### src/hdl/fph_pkg.sv
// Package for the fit-policy hole allocator: field widths, policy and
// register codes, and the command type passed from front end to engine.
// No dependencies.
`timescale 1ns / 1ps

package fph_pkg;

  localparam int HOLES_DEF = 16;
  localparam int QDEPTH    = 2;

  localparam int IDX_W  = 4;
  localparam int SIZE_W = 16;
  localparam int HC_W   = 5;
  localparam int POL_W  = 2;
  localparam int CFG_W  = 5;

  // placement rules; the unused code behaves as first fit
  localparam logic [POL_W-1:0] FIT_FIRST = 2'd0;
  localparam logic [POL_W-1:0] FIT_BEST  = 2'd1;
  localparam logic [POL_W-1:0] FIT_WORST = 2'd2;

  // configuration register indexes
  localparam logic REG_FIT_POLICY = 1'b0;
  localparam logic REG_HOLE_COUNT = 1'b1;

  // input kinds
  localparam logic OP_LOAD  = 1'b0;
  localparam logic OP_ALLOC = 1'b1;

  typedef struct packed {
    logic              op;
    logic [IDX_W-1:0]  tgt;
    logic [SIZE_W-1:0] size;
  } cmd_t;

endpackage

### src/hdl/fph_queue.sv
// Small command FIFO between the front end and the scan engine.
// Depends on fph_pkg (cmd_t).
`timescale 1ns / 1ps

module fph_queue #(
  parameter int DEPTH = fph_pkg::QDEPTH
) (
  input  logic          clk,
  input  logic          rst_n,
  input  logic          push,
  input  fph_pkg::cmd_t push_cmd,
  output logic          push_ready,
  input  logic          pop,
  output logic          head_valid,
  output fph_pkg::cmd_t head_cmd
);

  localparam int PW = (DEPTH > 1) ? $clog2(DEPTH) : 1;
  localparam int CW = $clog2(DEPTH + 1);

  fph_pkg::cmd_t    entry_r [DEPTH];
  logic [PW-1:0]    wptr_r, wptr_nxt;
  logic [PW-1:0]    rptr_r, rptr_nxt;
  logic [CW-1:0]    count_r, count_nxt;
  logic             do_push, do_pop;

  assign push_ready = (count_r != CW'(DEPTH));
  assign head_valid = (count_r != '0);
  assign head_cmd   = entry_r[rptr_r];
  assign do_push    = push && push_ready;
  assign do_pop     = pop && head_valid;

  always_comb begin
    wptr_nxt  = wptr_r;
    rptr_nxt  = rptr_r;
    count_nxt = count_r;
    if (do_push) begin
      wptr_nxt = (wptr_r == PW'(DEPTH - 1)) ? '0 : wptr_r + 1'b1;
    end
    if (do_pop) begin
      rptr_nxt = (rptr_r == PW'(DEPTH - 1)) ? '0 : rptr_r + 1'b1;
    end
    if (do_push && !do_pop) begin
      count_nxt = count_r + 1'b1;
    end else if (do_pop && !do_push) begin
      count_nxt = count_r - 1'b1;
    end
  end

  always_ff @(posedge clk) begin
    if (!rst_n) begin
      wptr_r  <= '0;
      rptr_r  <= '0;
      count_r <= '0;
    end else begin
      wptr_r  <= wptr_nxt;
      rptr_r  <= rptr_nxt;
      count_r <= count_nxt;
    end
  end

  always_ff @(posedge clk) begin
    if (do_push) begin
      entry_r[wptr_r] <= push_cmd;
    end
  end

`ifndef ASSERT_OFF
  a_count_bound: assert property (@(posedge clk) disable iff (!rst_n)
    count_r <= CW'(DEPTH))
    else $error("queue count exceeds depth");
  a_pop_count: assert property (@(posedge clk) disable iff (!rst_n)
    (do_pop && !do_push) |=> (count_r == $past(count_r) - 1'b1))
    else $error("queue count did not drop on pop");
  a_push_count: assert property (@(posedge clk) disable iff (!rst_n)
    (do_push && !do_pop) |=> (count_r == $past(count_r) + 1'b1))
    else $error("queue count did not rise on push");
`endif

endmodule

### src/hdl/fph_front.sv
// Input stage: takes stream transfers, drops loads aimed past the table,
// and holds the decoded command until the queue takes it.
// Depends on fph_pkg.
`timescale 1ns / 1ps

module fph_front #(
  parameter int HOLES = fph_pkg::HOLES_DEF
) (
  input  logic                        clk,
  input  logic                        rst_n,
  input  logic                        in_valid,
  output logic                        in_ready,
  input  logic                        in_op,
  input  logic [fph_pkg::IDX_W-1:0]   in_tgt,
  input  logic [fph_pkg::SIZE_W-1:0]  in_size,
  output logic                        cmd_valid,
  output fph_pkg::cmd_t               cmd,
  input  logic                        cmd_ready
);

  localparam logic [8:0] HOLES_W = 9'(HOLES);

  logic          hold_r, hold_nxt;
  fph_pkg::cmd_t cmd_r;
  logic          take;
  logic          keep;

  assign in_ready  = !hold_r || cmd_ready;
  assign take      = in_valid && in_ready;
  // a load past the table end is a no-op: never enters the queue
  assign keep      = (in_op == fph_pkg::OP_ALLOC) || ({5'd0, in_tgt} < HOLES_W);
  assign cmd_valid = hold_r;
  assign cmd       = cmd_r;

  always_comb begin
    hold_nxt = hold_r;
    if (hold_r && cmd_ready) begin
      hold_nxt = 1'b0;
    end
    if (take && keep) begin
      hold_nxt = 1'b1;
    end
  end

  always_ff @(posedge clk) begin
    if (!rst_n) begin
      hold_r <= 1'b0;
    end else begin
      hold_r <= hold_nxt;
    end
  end

  always_ff @(posedge clk) begin
    if (take && keep) begin
      cmd_r.op   <= in_op;
      cmd_r.tgt  <= in_tgt;
      cmd_r.size <= in_size;
    end
  end

endmodule

### src/hdl/fph_engine.sv
// Scan engine: hole size memory with valid bits, one-entry-per-cycle scan
// under the fit policy, update of the chosen hole, and the result register.
// Depends on fph_pkg.
`timescale 1ns / 1ps

module fph_engine #(
  parameter int HOLES = fph_pkg::HOLES_DEF
) (
  input  logic                        clk,
  input  logic                        rst_n,
  input  logic [fph_pkg::POL_W-1:0]   fit_policy,
  input  logic [fph_pkg::HC_W-1:0]    hole_count,
  input  logic                        q_valid,
  input  fph_pkg::cmd_t               q_cmd,
  output logic                        q_pop,
  output logic                        out_valid,
  input  logic                        out_ready,
  output logic                        out_granted,
  output logic [fph_pkg::IDX_W-1:0]   out_hole,
  output logic [fph_pkg::SIZE_W-1:0]  out_remain
);

  localparam int IW = (HOLES > 1) ? $clog2(HOLES) : 1;
  localparam int CW = $clog2(HOLES + 1);
  localparam int LW = (CW > fph_pkg::HC_W) ? CW : fph_pkg::HC_W;
  localparam int SW = fph_pkg::SIZE_W;

  localparam logic [1:0] S_IDLE = 2'd0;
  localparam logic [1:0] S_SCAN = 2'd1;
  localparam logic [1:0] S_UPD  = 2'd2;

  logic [1:0]     state_r, state_nxt;

  logic [SW-1:0]  mem [HOLES];
  logic [HOLES-1:0] vld_r;
  logic [SW-1:0]  rd_r;
  logic           rd_vld_r;

  logic           we;
  logic [IW-1:0]  waddr;
  logic [SW-1:0]  wdata;
  logic [IW-1:0]  raddr;

  logic [LW-1:0]  cnt_r, act_r;
  logic [LW-1:0]  active;
  logic [SW-1:0]  sz_r;
  logic           pend_r;
  logic [IW-1:0]  pidx_r;
  logic           found_r;
  logic [SW-1:0]  best_r;
  logic [IW-1:0]  pick_r;

  logic           out_valid_r;
  logic           out_granted_r;
  logic [fph_pkg::IDX_W-1:0] out_hole_r;
  logic [SW-1:0]  out_remain_r;

  logic           issue;
  logic [SW-1:0]  h;
  logic           fits;
  logic           take;
  logic           out_free;
  logic [LW-1:0]  hc_ext, holes_ext;

  assign hc_ext    = LW'(hole_count);
  assign holes_ext = LW'(HOLES);
  assign active    = (hc_ext > holes_ext) ? holes_ext : hc_ext;

  assign out_free = !out_valid_r || out_ready;
  assign q_pop    = (state_r == S_IDLE) && q_valid;
  assign issue    = (state_r == S_SCAN) && (cnt_r < act_r);
  assign raddr    = cnt_r[IW-1:0];

  // entries never loaded read as zero
  assign h    = rd_vld_r ? rd_r : '0;
  assign fits = (sz_r <= h);

  always_comb begin
    take = 1'b0;
    if (pend_r && fits) begin
      case (fit_policy)
        fph_pkg::FIT_BEST:  take = !found_r || (h < best_r);
        fph_pkg::FIT_WORST: take = !found_r || (h >= best_r);
        default:            take = !found_r;
      endcase
    end
  end

  always_comb begin
    we    = 1'b0;
    waddr = pick_r;
    wdata = best_r - sz_r;
    if (q_pop && (q_cmd.op == fph_pkg::OP_LOAD)) begin
      we    = 1'b1;
      waddr = IW'(q_cmd.tgt);
      wdata = q_cmd.size;
    end else if ((state_r == S_UPD) && found_r && out_free) begin
      we = 1'b1;
    end
  end

  always_comb begin
    state_nxt = state_r;
    case (state_r)
      S_IDLE: begin
        if (q_valid && (q_cmd.op == fph_pkg::OP_ALLOC)) begin
          state_nxt = S_SCAN;
        end
      end
      S_SCAN: begin
        if (!issue && !pend_r) begin
          state_nxt = S_UPD;
        end
      end
      S_UPD: begin
        if (out_free) begin
          state_nxt = S_IDLE;
        end
      end
      default: state_nxt = S_IDLE;
    endcase
  end

  always_ff @(posedge clk) begin
    if (we) begin
      mem[waddr] <= wdata;
    end
    rd_r <= mem[raddr];
  end

  always_ff @(posedge clk) begin
    if (!rst_n) begin
      state_r     <= S_IDLE;
      vld_r       <= '0;
      rd_vld_r    <= 1'b0;
      pend_r      <= 1'b0;
      found_r     <= 1'b0;
      out_valid_r <= 1'b0;
    end else begin
      state_r  <= state_nxt;
      rd_vld_r <= vld_r[raddr];
      if (we) begin
        vld_r[waddr] <= 1'b1;
      end
      pend_r <= issue;
      if (q_pop && (q_cmd.op == fph_pkg::OP_ALLOC)) begin
        found_r <= 1'b0;
      end else if (take) begin
        found_r <= 1'b1;
      end
      if ((state_r == S_UPD) && out_free) begin
        out_valid_r <= 1'b1;
      end else if (out_ready) begin
        out_valid_r <= 1'b0;
      end
    end
  end

  always_ff @(posedge clk) begin
    if (q_pop && (q_cmd.op == fph_pkg::OP_ALLOC)) begin
      sz_r  <= q_cmd.size;
      cnt_r <= '0;
      act_r <= active;
    end else if (issue) begin
      cnt_r <= cnt_r + 1'b1;
    end
    pidx_r <= raddr;
    if (take) begin
      best_r <= h;
      pick_r <= pidx_r;
    end
    if ((state_r == S_UPD) && out_free) begin
      out_granted_r <= found_r;
      out_hole_r    <= found_r ? fph_pkg::IDX_W'(pick_r) : '0;
      out_remain_r  <= found_r ? (best_r - sz_r) : '0;
    end
  end

  assign out_valid   = out_valid_r;
  assign out_granted = out_granted_r;
  assign out_hole    = out_hole_r;
  assign out_remain  = out_remain_r;

`ifndef ASSERT_OFF
  a_cnt_bound: assert property (@(posedge clk) disable iff (!rst_n)
    (state_r == S_SCAN) |-> (cnt_r <= act_r))
    else $error("scan counter ran past active hole count");
  a_pick_active: assert property (@(posedge clk) disable iff (!rst_n)
    ((state_r == S_UPD) && found_r) |-> (LW'(pick_r) < act_r))
    else $error("chosen hole outside the active range");
  a_pick_fits: assert property (@(posedge clk) disable iff (!rst_n)
    ((state_r == S_UPD) && found_r) |-> (best_r >= sz_r))
    else $error("chosen hole smaller than request");
  a_pend_scan: assert property (@(posedge clk) disable iff (!rst_n)
    pend_r |-> (state_r == S_SCAN))
    else $error("read pending outside scan");
`endif

endmodule

### src/hdl/fit_policy_hole_allocator_top.sv
// Allocate item: the engine pops it, reads memory once per active hole, drains the last
// compare, then updates; a load item is written into the table as it is popped.
// One item in the engine at a time; a 2-entry queue and the input stage keep
// accepting while the engine scans or a result waits in the output register.
// Synchronous active-low reset: hole table reads as all zero via valid bits,
// fit_policy = first fit, hole_count = 16, queues and output empty.
`timescale 1ns / 1ps

module fit_policy_hole_allocator_top #(
  parameter int HOLES = fph_pkg::HOLES_DEF
) (
  input  logic                        clk,
  input  logic                        rst_n,
  input  logic                        in_tvalid,
  output logic                        in_tready,
  input  logic [23:0]                 in_tdata,   // [3:0] target_hole, [19:4] size_value
  input  logic                        in_tuser,   // [0] op
  output logic                        out_tvalid,
  input  logic                        out_tready,
  output logic [23:0]                 out_tdata,  // [3:0] chosen_hole, [19:4] remaining_size
  output logic                        out_tuser,  // [0] granted
  input  logic                        cfg_wr_en,
  input  logic                        cfg_index,
  input  logic [fph_pkg::CFG_W-1:0]   cfg_wdata
);

  logic [fph_pkg::POL_W-1:0]  fit_policy_r;
  logic [fph_pkg::HC_W-1:0]   hole_count_r;

  logic                       f_valid, f_ready;
  fph_pkg::cmd_t              f_cmd;
  logic                       q_valid, q_pop;
  fph_pkg::cmd_t              q_cmd;
  logic [fph_pkg::IDX_W-1:0]  res_hole;
  logic [fph_pkg::SIZE_W-1:0] res_remain;

  always_ff @(posedge clk) begin
    if (!rst_n) begin
      fit_policy_r <= fph_pkg::FIT_FIRST;
      hole_count_r <= fph_pkg::HC_W'(16);
    end else if (cfg_wr_en) begin
      case (cfg_index)
        fph_pkg::REG_FIT_POLICY: fit_policy_r <= cfg_wdata[fph_pkg::POL_W-1:0];
        fph_pkg::REG_HOLE_COUNT: hole_count_r <= cfg_wdata[fph_pkg::HC_W-1:0];
        default: ;
      endcase
    end
  end

  fph_front #(.HOLES(HOLES)) u_front (
    .clk       (clk),
    .rst_n     (rst_n),
    .in_valid  (in_tvalid),
    .in_ready  (in_tready),
    .in_op     (in_tuser),
    .in_tgt    (in_tdata[3:0]),
    .in_size   (in_tdata[19:4]),
    .cmd_valid (f_valid),
    .cmd       (f_cmd),
    .cmd_ready (f_ready)
  );

  fph_queue #(.DEPTH(fph_pkg::QDEPTH)) u_queue (
    .clk        (clk),
    .rst_n      (rst_n),
    .push       (f_valid),
    .push_cmd   (f_cmd),
    .push_ready (f_ready),
    .pop        (q_pop),
    .head_valid (q_valid),
    .head_cmd   (q_cmd)
  );

  fph_engine #(.HOLES(HOLES)) u_engine (
    .clk         (clk),
    .rst_n       (rst_n),
    .fit_policy  (fit_policy_r),
    .hole_count  (hole_count_r),
    .q_valid     (q_valid),
    .q_cmd       (q_cmd),
    .q_pop       (q_pop),
    .out_valid   (out_tvalid),
    .out_ready   (out_tready),
    .out_granted (out_tuser),
    .out_hole    (res_hole),
    .out_remain  (res_remain)
  );

  assign out_tdata = {4'd0, res_remain, res_hole};

endmodule

### config.mk
export PLATFORM = sky130hd
export DESIGN_NAME = fit_policy_hole_allocator_top
export DESIGN_NICKNAME = d
export VERILOG_FILES = /design/src/hdl/fph_pkg.sv /design/src/hdl/fph_queue.sv /design/src/hdl/fph_front.sv /design/src/hdl/fph_engine.sv /design/src/hdl/fit_policy_hole_allocator_top.sv
export SDC_FILE = /design/constraint.sdc
export NUM_CORES = 1
export LEC_CHECK = 0
export ABC_AREA = 1
export BUFFER_PORTS_ARGS = -buffer_cell sky130_fd_sc_hd__buf_2
export CAP_MARGIN = 20
export CORE_ASPECT_RATIO = 0.8
export CORE_UTILIZATION = 35
export CTS_CLUSTER_DIAMETER = 50
export DETAILED_ROUTE_END_ITERATION = 10
export GPL_TIMING_DRIVEN = 0
export SETUP_SLACK_MARGIN = 0.3
export SYNTH_ARGS = -nofsm -noshare
export SYNTH_HDL_FRONTEND = slang
export SYNTH_HIERARCHICAL = 1
export SYNTH_SLANG_ARGS = --single-unit
### constraint.sdc
create_clock -name clk -period 5.6 [get_ports clk]
set_clock_uncertainty 0.05 [all_clocks]
set_input_delay 1.68 -clock clk [delete_from_list [all_inputs] [get_ports clk]]
set_output_delay 1.68 -clock clk [all_outputs]
set_load 0.03 [all_outputs]
==> metrics.yaml, run 1 <==
post_synth_inst_count: 1529
num-nets-final: 1737
grt_start_max_net_pins: 18
n_fill_cell: 4780
design.die.area_mm2: 0.0533
die_h_um: 207
cts.sink_count: 441
avgViaCountPerCell: 5.05
cts-hold-fix-buffers: 0
core.rowCount: 74
cts-buffers-inserted: 45
worst-path-max-fanout: 16
grt.overflow.total: 0
p_per_area_mw_per_mm2: 540
final-seq-area_mm2: 0.0126
setup-violations-final: 0
postRouteWirelength_um: 45100
timing_worst_slew_pin_value_ns: 1.03
setup.worst_path.class: "flip-flop to flip-flop"
cp.required_ns: 5.77
multi_input_comb_area_mm2: 0.00488
detail_route.iter0.violations: 1161
warnings_synthesis: 6
layout.cell_area.non_filler_mm2: 0.0212
grt_antenna_before_repair: 1
first_global_vias: 11500
fmax_mhz: 289
postPlaceCellArea_mm2: 0.0197
synth_seq_cells: 441
yosys.area.top_type: "sky130_fd_sc_hd__edfxtp_1"
fin_crit_sh: 0.618
post-layout-total-power_mw: 11.5
max_cap_violations: 0
holdCritPathClass: "flip-flop to flip-flop"
io_buffer_count: 54
worst_ir_drop_vdd_uv: 304
globalRouteTotalUtil: 0.169
starting_density: 0.357
h-tree-depth: 2
worst_path_clk_slew_ns: 0.06
timing_hold_violations_final: 0
dp_hpwl_um: 31500
routed-via-count: 12000
synth_edf_count: 381
worst_slack_placed_ns: 1.90
timing.critical_path.to_type: "flip-flop"
synth_area_mm2: 0.0183
fin_ws_ns: 2.14
placeableCoreArea_mm2: 0.0514
drt_pre_antenna_iters: 6
yosysSeqAreaShare: 0.690
clock_path_buffers: 3
chipWidth_um: 258
clk-insertion-delay-late_ns: 0.57
worst_ep_arrival_time_ns: 3.63
final_antenna_net_count: 0
final.hold.worst_slack_ns: 0.352
async_flop_share: 0
gpl.final_weighted_congestion: 0.926
outcome: "finished clean"
synth_area_per_cell_um2: 12.0
pin_count: 63
antenna_cells: 0
synth_cell_types: 43
detail_route.drc_violations: 0
timing.slew.headroom: 0.316
route.detailed.wl_per_inst_um: 19.1
total_leakage_power_nw: 7.93
cts_root_buffer: "sky130_fd_sc_hd__clkbuf_16"
unrepaired_setup_endpoints_after_global_routing: "false"
min_period_ns: 3.46
post_cts.repair.setup_buffers: 0
tritoncts_clock_tree: "built"
synth_ff_type: "sky130_fd_sc_hd__edfxtp_1"
layout-drive-gt1-share: 0.133
critical_path.startpoint_type: "flip-flop"
synth_top_cell_area_share: 0.624
synth.area.top_cells: "sky130_fd_sc_hd__edfxtp_1 62%, sky130_fd_sc_hd__dfxtp_1 6.6%, sky130_fd_sc_hd__o21ai_0 4.7%, sky130_fd_sc_hd__nor2_1 4.0%, sky130_fd_sc_hd__ha_1 3.5%"
cts-resized-gates: 0
global_route_wire_length_before_repair_um: 67900
final_max_slew_viol_count: 0
layout-area-overhead-vs-synth_pct: 15.8
## where the power goes
group,total [mW],leakage [nW],internal [mW],switching [mW]
sequential,4.65,3.96,4.50,0.145
clock,3.08,0.757,1.81,1.26
combinational,3.74,3.20,0.969,2.77
## placed cells by master, fill, tap and decap left out, types with 52 or more instances in the layout
cell and count:
sky130_fd_sc_hd__edfxtp_1 381, sky130_fd_sc_hd__nor2_1 194, sky130_fd_sc_hd__nand2_1 172, sky130_fd_sc_hd__o21ai_0 156, sky130_fd_sc_hd__inv_1 139, sky130_fd_sc_hd__buf_2 62
sky130_fd_sc_hd__dfxtp_1 60, sky130_fd_sc_hd__nand3_1 56, sky130_fd_sc_hd__clkbuf_1 56, sky130_fd_sc_hd__a21oi_1 54, sky130_fd_sc_hd__ha_1 52
## critical path: stages (launching register included)
cell and delay [ns]:
sky130_fd_sc_hd__edfxtp_1 0.39, sky130_fd_sc_hd__ha_1 0.24, sky130_fd_sc_hd__fa_1 0.41, sky130_fd_sc_hd__nand3b_1 0.17
sky130_fd_sc_hd__nand2_1 0.18, sky130_fd_sc_hd__a21boi_0 0.20, sky130_fd_sc_hd__o21ai_0 0.37, sky130_fd_sc_hd__nand2_1 0.17
sky130_fd_sc_hd__nand3b_1 0.11, sky130_fd_sc_hd__nand2_1 0.10, sky130_fd_sc_hd__o21ai_2 0.74
## through the flow
stage,std cells,util,setup TNS (ns)
5_1_grt,2369,0.413,0
3_5_place_dp,2285,0.383,0
6_report,2369,0.413,0
3_3_place_gp,2270,0.379,-118.60
4_1_cts,2369,0.413,0
2_1_floorplan,1532,-,0
## worst paths after layout
path	startpoint	endpoint	slack, ns	depth (start not counted)
worst max-delay path	u_engine/sz_r[0]	u_engine/mem[8][10]	2.14	10
worst min-delay path	u_engine/pidx_r[2]	u_engine/pick_r[2]	0.35	0
worst max register to register	u_engine/sz_r[0]	u_engine/mem[8][10]	2.14	10
worst min register to register	u_engine/pidx_r[2]	u_engine/pick_r[2]	0.35	0
## cell usage after synthesis, types with 3 or more instances
| library cell | count |
|---|---|
| sky130_fd_sc_hd__edfxtp_1 | 381 |
| sky130_fd_sc_hd__nor2_1 | 197 |
| sky130_fd_sc_hd__nand2_1 | 172 |
| sky130_fd_sc_hd__o21ai_0 | 171 |
| sky130_fd_sc_hd__inv_1 | 139 |
| sky130_fd_sc_hd__dfxtp_1 | 60 |
| sky130_fd_sc_hd__a21oi_1 | 56 |
| sky130_fd_sc_hd__nand3_1 | 56 |
| sky130_fd_sc_hd__ha_1 | 52 |
| sky130_fd_sc_hd__clkbuf_1 | 49 |
| sky130_fd_sc_hd__o22ai_1 | 37 |
| sky130_fd_sc_hd__o221ai_1 | 27 |
| sky130_fd_sc_hd__mux2_4 | 20 |
| sky130_fd_sc_hd__inv_2 | 10 |
| sky130_fd_sc_hd__buf_2 | 8 |
| sky130_fd_sc_hd__nand4_1 | 8 |
| sky130_fd_sc_hd__nor2_2 | 7 |
| sky130_fd_sc_hd__nor3_1 | 7 |
| sky130_fd_sc_hd__o21a_1 | 7 |
| sky130_fd_sc_hd__xnor2_1 | 6 |
| sky130_fd_sc_hd__o211ai_1 | 5 |
| sky130_fd_sc_hd__o21bai_1 | 5 |
| sky130_fd_sc_hd__buf_4 | 4 |
| sky130_fd_sc_hd__nand2_2 | 4 |
| sky130_fd_sc_hd__nand3b_1 | 4 |
| sky130_fd_sc_hd__o21ai_2 | 4 |
| sky130_fd_sc_hd__or2_1 | 4 |
| sky130_fd_sc_hd__xor2_1 | 4 |
| sky130_fd_sc_hd__a31oi_1 | 3 |
| sky130_fd_sc_hd__clkinv_1 | 3 |
## cell families (layout without fill, tap and decap cells)
kind of cell    after synthesis  count (layout)  share of synthesized area
fa+ha+maj                    53              53                     0.0366
mux                          21              21                     0.0170
compound gates              321             321                     0.0999
xor+xnor                     10              10                    0.00478
simple gates                462             462                      0.105
flops                       441             441                      0.690
other cells                   1               4                   0.000205
buf+inv                     220             373                     0.0475
## registers in the layout (all words and copies together), names as in the netlist, 5 cells and up, named ones only
signal / count
u_engine/mem: 256
u_queue/entry_r: 42
u_front/cmd: 21
u_engine/best_r: 16
u_engine/out_remain: 16
u_engine/rd_r: 16
u_engine/sz_r: 16
u_engine/vld_r: 16
hole_count_r: 5
u_engine/act_r: 5
u_engine/cnt_r: 5
## layout make-up
cell class,count,area share
timing repair buffer,69,0.0211
tap,684,0.0403
multi-input combinational,871,0.230
clock buffer,55,0.0562
clock inverter,29,0.0158
buffer,65,0.0134
inverter,155,0.0276
sequential,441,0.596
## metal layers
| metal | global-route usage | share of wire | vias up |
|---|---|---|---|
| met4 | 0.0452 | 0.020 | 0 |
| li1 | - | - | 5649 |
| met3 | 0.0443 | 0.093 | 68 |
| met1 | 0.241 | 0.45 | 5813 |
| met5 | 0 | 0 | - |
| met2 | 0.253 | 0.44 | 431 |
(Power assumes the default switching activity.)
==> run 2: changes to the inputs <==
--- a/config.mk
+++ b/config.mk
@@ -5,7 +5,7 @@
 export SDC_FILE = /design/constraint.sdc
 export NUM_CORES = 1
 export LEC_CHECK = 0
-export ABC_AREA = 1
+export ABC_AREA = 0
 export BUFFER_PORTS_ARGS = -buffer_cell sky130_fd_sc_hd__buf_2
 export CAP_MARGIN = 20
 export CORE_ASPECT_RATIO = 0.8
==> constraint.sdc (replaced) <==
create_clock -name clk -period 3.15 [get_ports clk]
set_clock_uncertainty 0.05 [all_clocks]
set_input_delay 0.945 -clock clk [delete_from_list [all_inputs] [get_ports clk]]
set_output_delay 0.945 -clock clk [all_outputs]
set_load 0.03 [all_outputs]
==> run 2 against run 1 <==
Hold slack lost 0.012 ns; setup slack lost 2.0 ns; routed wire length is 4.8% lower; via count decreased by 16%; sequential share of layout area is 2.5 points lower; sequential power grew 69%; critical path depth rose by 3; first-iteration DRC count is 13% lower; non-clock buffer count up 46; count of clock-buffer cells in the layout up 5; combinational power up 20%.
==> metrics.yaml, run 2 <==
synth_cell_types: 59
holdCritPathClass: "flip-flop to flip-flop"
fmax_mhz: 330
post-synth-top-count-cell: "sky130_fd_sc_hd__edfxtp_1"
worstSetupPathDepth: 13
drt_pre_antenna_iters: 5
yosys.area.top_type: "sky130_fd_sc_hd__edfxtp_1"
num-nets-final: 1326
setup-violations-final: 0
grt_start_max_net_pins: 26
p_per_area_mw_per_mm2: 794
synth_compound_gate_area_share: 0.0493
final_antenna_net_count: 0
antenna_cells: 0
routed-via-count: 10000
post_synth_and_or_nand_nor_area_fraction: 0.0528
clock_path_buffers: 3
synth_top_cell_area_share: 0.638
dp_hpwl_um: 28200
cts-hold-fix-buffers: 0
fin_ws_ns: 0.117
whs_path_depth: 0
critical-path-max-stage-delay_ns: 0.44
timing.critical_path.to_type: "flip-flop"
final_max_slew_viol_count: 0
worst_ep_arrival_time_ns: 3.26
io_buffer_count: 54
worst_r2r_path_depth: 13
synthXorXnorAreaFrac: 0.00635
synth_seq_cells: 441
worst-path-max-fanout: 6
synth_ff_type: "sky130_fd_sc_hd__edfxtp_1"
clk-insertion-delay-late_ns: 0.56
critical_path.startpoint_type: "flip-flop"
gpl.final_weighted_congestion: 0.809
total_leakage_power_nw: 7.66
h-tree-depth: 2
cts_root_buffer: "sky130_fd_sc_hd__clkbuf_16"
path_buf_inv: 5
die_h_um: 204
synth_edf_count: 381
worst_slack_placed_ns: -0.803
utilization: 0.442
synth.area.top_cells: "sky130_fd_sc_hd__edfxtp_1 64%, sky130_fd_sc_hd__mux4_2 11%, sky130_fd_sc_hd__dfxtp_1 6.7%, sky130_fd_sc_hd__ha_1 3.6%, sky130_fd_sc_hd__mux2_2 1.4%"
yosysSeqAreaShare: 0.705
core.rowCount: 73
unrepaired_setup_endpoints_after_global_routing: "true"
design.die.area_mm2: 0.0521
final.hold.worst_slack_ns: 0.340
max_cap_violations: 0
outcome: "finished clean"
grt_antenna_before_repair: 1
largest_register_ffs: 256
grt.overflow.total: 0
regMostFlops: "u_engine/mem"
detail_route.iter0.violations: 1005
starting_density: 0.357
timing.slew.headroom: 0.316
first_global_vias: 10100
synth-adder-area-share: 0.0374
timing_worst_slew_pin_value_ns: 1.03
layout-drive-gt1-share: 0.337
setup_total_negative_slack_ns: 0
timing.critical_path.cells: "buf_8, buf_8, nand2_4, inv_4, ha_4, nand3_4, a211oi_2, o21a_1, o41ai_4, a311o_2, buf_6, a211oi_4, buf_6"
critPathSlowestCell: "sky130_fd_sc_hd__a311o_2"
cts-buffers-inserted: 43
postRouteWirelength_um: 43000
worst_path_clk_slew_ns: 0.06
chipWidth_um: 255
globalRouteTotalUtil: 0.169
synth_area_per_cell_um2: 17.1
most-common-layout-cells: "381 x sky130_fd_sc_hd__edfxtp_1, 85 x sky130_fd_sc_hd__mux4_2, 68 x sky130_fd_sc_hd__buf_2"
fin_crit_sh: 0.963
synthMuxAreaShare: 0.125
setup.worst_path.class: "flip-flop to flip-flop"
timing_hold_violations_final: 0
min_period_ns: 3.03
route.detailed.wl_per_inst_um: 22.1
cts.sink_count: 441
avgViaCountPerCell: 5.15
layout-area-overhead-vs-synth_pct: 23.5
warnings_synthesis: 6
timing.critical_path.max_delay_family: "compound AO/OA/AOI/OAI gates"
synth_area_mm2: 0.0179
ys_top_cells_by_count: "381 x sky130_fd_sc_hd__edfxtp_1, 85 x sky130_fd_sc_hd__mux4_2, 62 x sky130_fd_sc_hd__inv_1"
synth_top_family_by_area: "multiplexers"
detail_route.drc_violations: 0
async_flop_share: 0
placeableCoreArea_mm2: 0.0501
layout_commonest_cell: "sky130_fd_sc_hd__edfxtp_1"
pin_count: 63
post_synth_inst_count: 1046
cp.required_ns: 3.38
global_route_wire_length_before_repair_um: 64200
worst_ir_drop_vdd_uv: 379
tritoncts_clock_tree: "built"
-- run 2: kinds of logic after synthesis --
logic type,count (synthesis)
buffers and inverters,102
multiplexers,114
XOR/XNOR,13
flip-flops,441
adder cells (fa/ha/maj),53
AND/OR/NAND/NOR,190
other,1
AO/OA/AOI/OAI,132
-- run 2: final timing paths --
kind                     startpoint                   to  slack [ns]
setup / recovery  u_engine/rd_vld_r  u_engine/best_r[15]        0.12
hold / removal    u_engine/cnt_r[0]   u_engine/pidx_r[0]        0.34
setup reg to reg  u_engine/rd_vld_r  u_engine/best_r[15]        0.12
hold reg to reg   u_engine/cnt_r[0]   u_engine/pidx_r[0]        0.34
-- run 2: per-stage QoR --
| stage | instance area (um2) | power, mW | std cells |
|---|---|---|---|
| floorplan | 18200 | 10.5 | 1049 |
| global placement | 19300 | 11.7 | 1778 |
| detailed placement | 19600 | 12.0 | 1804 |
| CTS | 21800 | 17.5 | 1920 |
| global route | 22100 | 18.3 | 1946 |
| finish | 22100 | 17.6 | 1946 |
-- run 2: repair_timing --
item,in CTS,in global routing
buffers inserted,33,22
setup endpoints to repair,392,342
endpoints found under the hold margin,0,0
resized for setup,66,26
pin swaps,24,16
gates cloned,4,0
-- run 2: cell type report --
cell class                      count  area (um2)
Clock inverter                     19         213
Inverter                           63         244
Sequential cell                   441       12600
Fill cell                        4366       28000
Tap cell                          675         845
Buffer                             39         239
Multi-Input combinational cell    508        5490
Clock buffer                       60        1210
Timing Repair Buffer              141        1260
-- run 2: where the power goes --
| group | switching (mW) | total (mW) | internal (mW) |
|---|---|---|---|
| combinational | 2.72 | 4.50 | 1.78 |
| sequential | 0.227 | 7.86 | 7.63 |
| clock | 2.18 | 5.22 | 3.04 |
-- run 2: metal layers --
layer  global-route usage  share of wire  vias up  routed length [um]
li1                     -              -     4446                   -
met1                0.253           0.45     5146               19400
met2                0.247           0.44      369               19000
met3               0.0427          0.090       53                3850
met4               0.0396          0.017        0                 734
met5                    0              0        -                   0
==> run 3: changes to the inputs <==
--- a/config.mk
+++ b/config.mk
@@ -5,7 +5,7 @@
 export SDC_FILE = /design/constraint.sdc
 export NUM_CORES = 1
 export LEC_CHECK = 0
-export ABC_AREA = 0
+export ABC_AREA = 1
 export BUFFER_PORTS_ARGS = -buffer_cell sky130_fd_sc_hd__buf_2
 export CAP_MARGIN = 20
 export CORE_ASPECT_RATIO = 0.8
==> run 3 against run 2 <==
First-iteration DRC count is 25% higher; critical path type unchanged; critical endpoint is now u_engine/rd_r[12]; global-route usage is 0.17 points lower; fmax is 10% higher; routed wire length is 5.8% higher; hold slack better by 0.0087 ns; core utilization is 2.1 points lower; combinational power is 56% higher; sequential share of layout area is 1.4 points higher; sequential cell count stayed put; highest routed layer unchanged; largest power group unchanged; final area is 2.4% lower; critical path depth is 5 lower.
==> metrics.yaml, run 3 (synthesis gave the netlist of run 1 again) <==
timing.critical_path.to_type: "flip-flop"
path_buf_inv: 4
die_h_um: 207
num-nets-final: 1757
fmax_mhz: 363
starting_density: 0.357
worst_ep_arrival_time_ns: 3.10
timing_hold_violations_final: 0
drt_pre_antenna_iters: 5
layout_commonest_cell: "sky130_fd_sc_hd__edfxtp_1"
global_route_wire_length_before_repair_um: 67600
dp_hpwl_um: 31500
placeableCoreArea_mm2: 0.0514
p_per_area_mw_per_mm2: 943
cts_root_buffer: "sky130_fd_sc_hd__clkbuf_16"
final_antenna_net_count: 0
clock_path_buffers: 3
pin_count: 63
first_global_vias: 11600
cp_common_cell: "sky130_fd_sc_hd__buf_2"
critical-path-max-stage-delay_ns: 0.68
post-layout-total-power_mw: 20.4
fin_ws_ns: 0.397
combinationalPowerShare: 0.344
largest_register_ffs: 256
io_buffer_count: 54
core.rowCount: 74
critical_path.reg2reg.endpoint: "u_engine/rd_r[12]"
regMostFlops: "u_engine/mem"
layout-drive-gt1-share: 0.153
outcome: "finished clean"
holdCritPathClass: "flip-flop to flip-flop"
n_fill_cell: 4737
routed-via-count: 12100
antenna_cells: 0
h-tree-depth: 2
power.internal_mw: 12.9
unrepaired_setup_endpoints_after_global_routing: "false"
timing.critical_path.from: "u_engine/cnt_r[0]"
grt_antenna_before_repair: 1
worst_path_clk_slew_ns: 0.06
p_sw_mw: 7.48
grt.overflow.total: 0
design.die.area_mm2: 0.0533
worst_r2r_path_depth: 8
detail_route.iter0.violations: 1256
final_max_slew_viol_count: 0
cts-buffers-inserted: 43
worstSetupPathDepth: 8
worst_ir_drop_vdd_uv: 421
route.detailed.wl_per_inst_um: 19.1
worst_slack_placed_ns: -0.125
cts.sink_count: 441
chipWidth_um: 258
critPathSlowestCell: "sky130_fd_sc_hd__o211ai_1"
fin_crit_sh: 0.874
timing_worst_slew_pin_value_ns: 0.969
setup.worst_path.class: "flip-flop to flip-flop"
clk-insertion-delay-late_ns: 0.56
critical_path.startpoint_type: "flip-flop"
gpl.final_weighted_congestion: 0.891
total_leakage_power_nw: 7.94
timing.critical_path.cells: "buf_2, inv_1, buf_2, clkbuf_1, o21ai_0, o22ai_1, o211ai_1, nand3_1"
cp.required_ns: 3.50
timing.critical_path.max_delay_family: "compound AO/OA/AOI/OAI gates"
max_cap_violations: 0
globalRouteTotalUtil: 0.168
postRouteWirelength_um: 45400
pwr-share-clk: 0.251
most-common-layout-cells: "381 x sky130_fd_sc_hd__edfxtp_1, 192 x sky130_fd_sc_hd__nor2_1, 171 x sky130_fd_sc_hd__nand2_1"
worst-path-max-fanout: 10
pwr-share-seq: 0.405
regToRegStartpoint: "u_engine/cnt_r[0]"
tritoncts_clock_tree: "built"
critPathCapture: "u_engine/rd_r[12]"
timing.reg2reg.setup_slack_ns: 0.40
final.hold.worst_slack_ns: 0.349
grt_start_max_net_pins: 18
timing.slew.headroom: 0.354
detail_route.drc_violations: 0
avgViaCountPerCell: 5.07
layout-area-overhead-vs-synth_pct: 17.9
power.switching_fraction: 0.367
setup-violations-final: 0
min_period_ns: 2.75
[run 3: cell count changes in the layout (fill, tap and decap cells not counted), sizes merged, moves of 37 or more]
cell and change:
mux4 -85, inv +72, nor2 +163, buf -55, nand2 +120, nand3 +45
o21ai +149, o22ai +37
[run 3: area by class of cell]
| type | instances | area [um2] | share of cell area |
|---|---|---|---|
| inverters | 155 | 632 | 0.0292 |
| clock inverters | 19 | 183 | 0.00845 |
| repair buffers | 91 | 818 | 0.0379 |
| clock buffers | 59 | 1210 | 0.0559 |
| well taps | 684 | 856 | 0.0396 |
| plain buffers | 65 | 298 | 0.0138 |
| multi-input cells | 871 | 4980 | 0.230 |
| flip-flops and latches | 441 | 12600 | 0.585 |
[run 3: through the flow]
stage	cell area [um2]	cells	utilization	setup TNS, ns
2_1_floorplan	18400	1532	-	0
5_1_grt	21600	2385	0.421	0
3_5_place_dp	19700	2286	0.384	-5.01
4_1_cts	21200	2366	0.413	0
6_report	21600	2385	0.421	0
3_3_place_gp	19500	2270	0.380	-288.22
[run 3: routing by layer]
metal	wire length (um)	share of wire	vias up	track usage
met5	0	0	-	0
met4	956	0.021	0	0.0427
met1	19800	0.44	5892	0.229
met2	20000	0.44	442	0.256
li1	-	-	5668	-
met3	4670	0.10	86	0.0567
[run 3: power by group through the flow]
| stage | registers (mW) | clock network [mW] | logic [mW] |
|---|---|---|---|
| 6_report | 8.25 | 5.12 | 7.02 |
| 5_1_grt | 8.31 | 5.41 | 7.60 |
| 4_1_cts | 8.26 | 5.21 | 6.69 |
| 3_5_place_dp | 8.39 | 0 | 6.49 |
| 3_3_place_gp | 8.48 | 0 | 6.07 |
| 2_1_floorplan | 8.46 | 0 | 3.62 |
[run 3: worst min-delay path by stage]
stage                       start                  to  cells after the start
3_5_place_dp    u_engine/cnt_r[2]  u_engine/pidx_r[2]                      0
2_1_floorplan   u_engine/cnt_r[2]  u_engine/pidx_r[2]                      0
6_report        u_engine/cnt_r[2]  u_engine/pidx_r[2]                      0
4_1_cts         u_engine/cnt_r[2]  u_engine/pidx_r[2]                      0
3_3_place_gp   u_engine/pidx_r[0]  u_engine/pick_r[0]                      0
5_1_grt         u_engine/cnt_r[2]  u_engine/pidx_r[2]                      0
[run 3: what timing repair did]
action | 4_1_cts | 5_1_grt
resized for setup | 12 | 21
pin swaps | 2 | 3
endpoints found under the setup margin | 131 | 388
buffers inserted | 2 | 19
hold buffers | 0 | 0
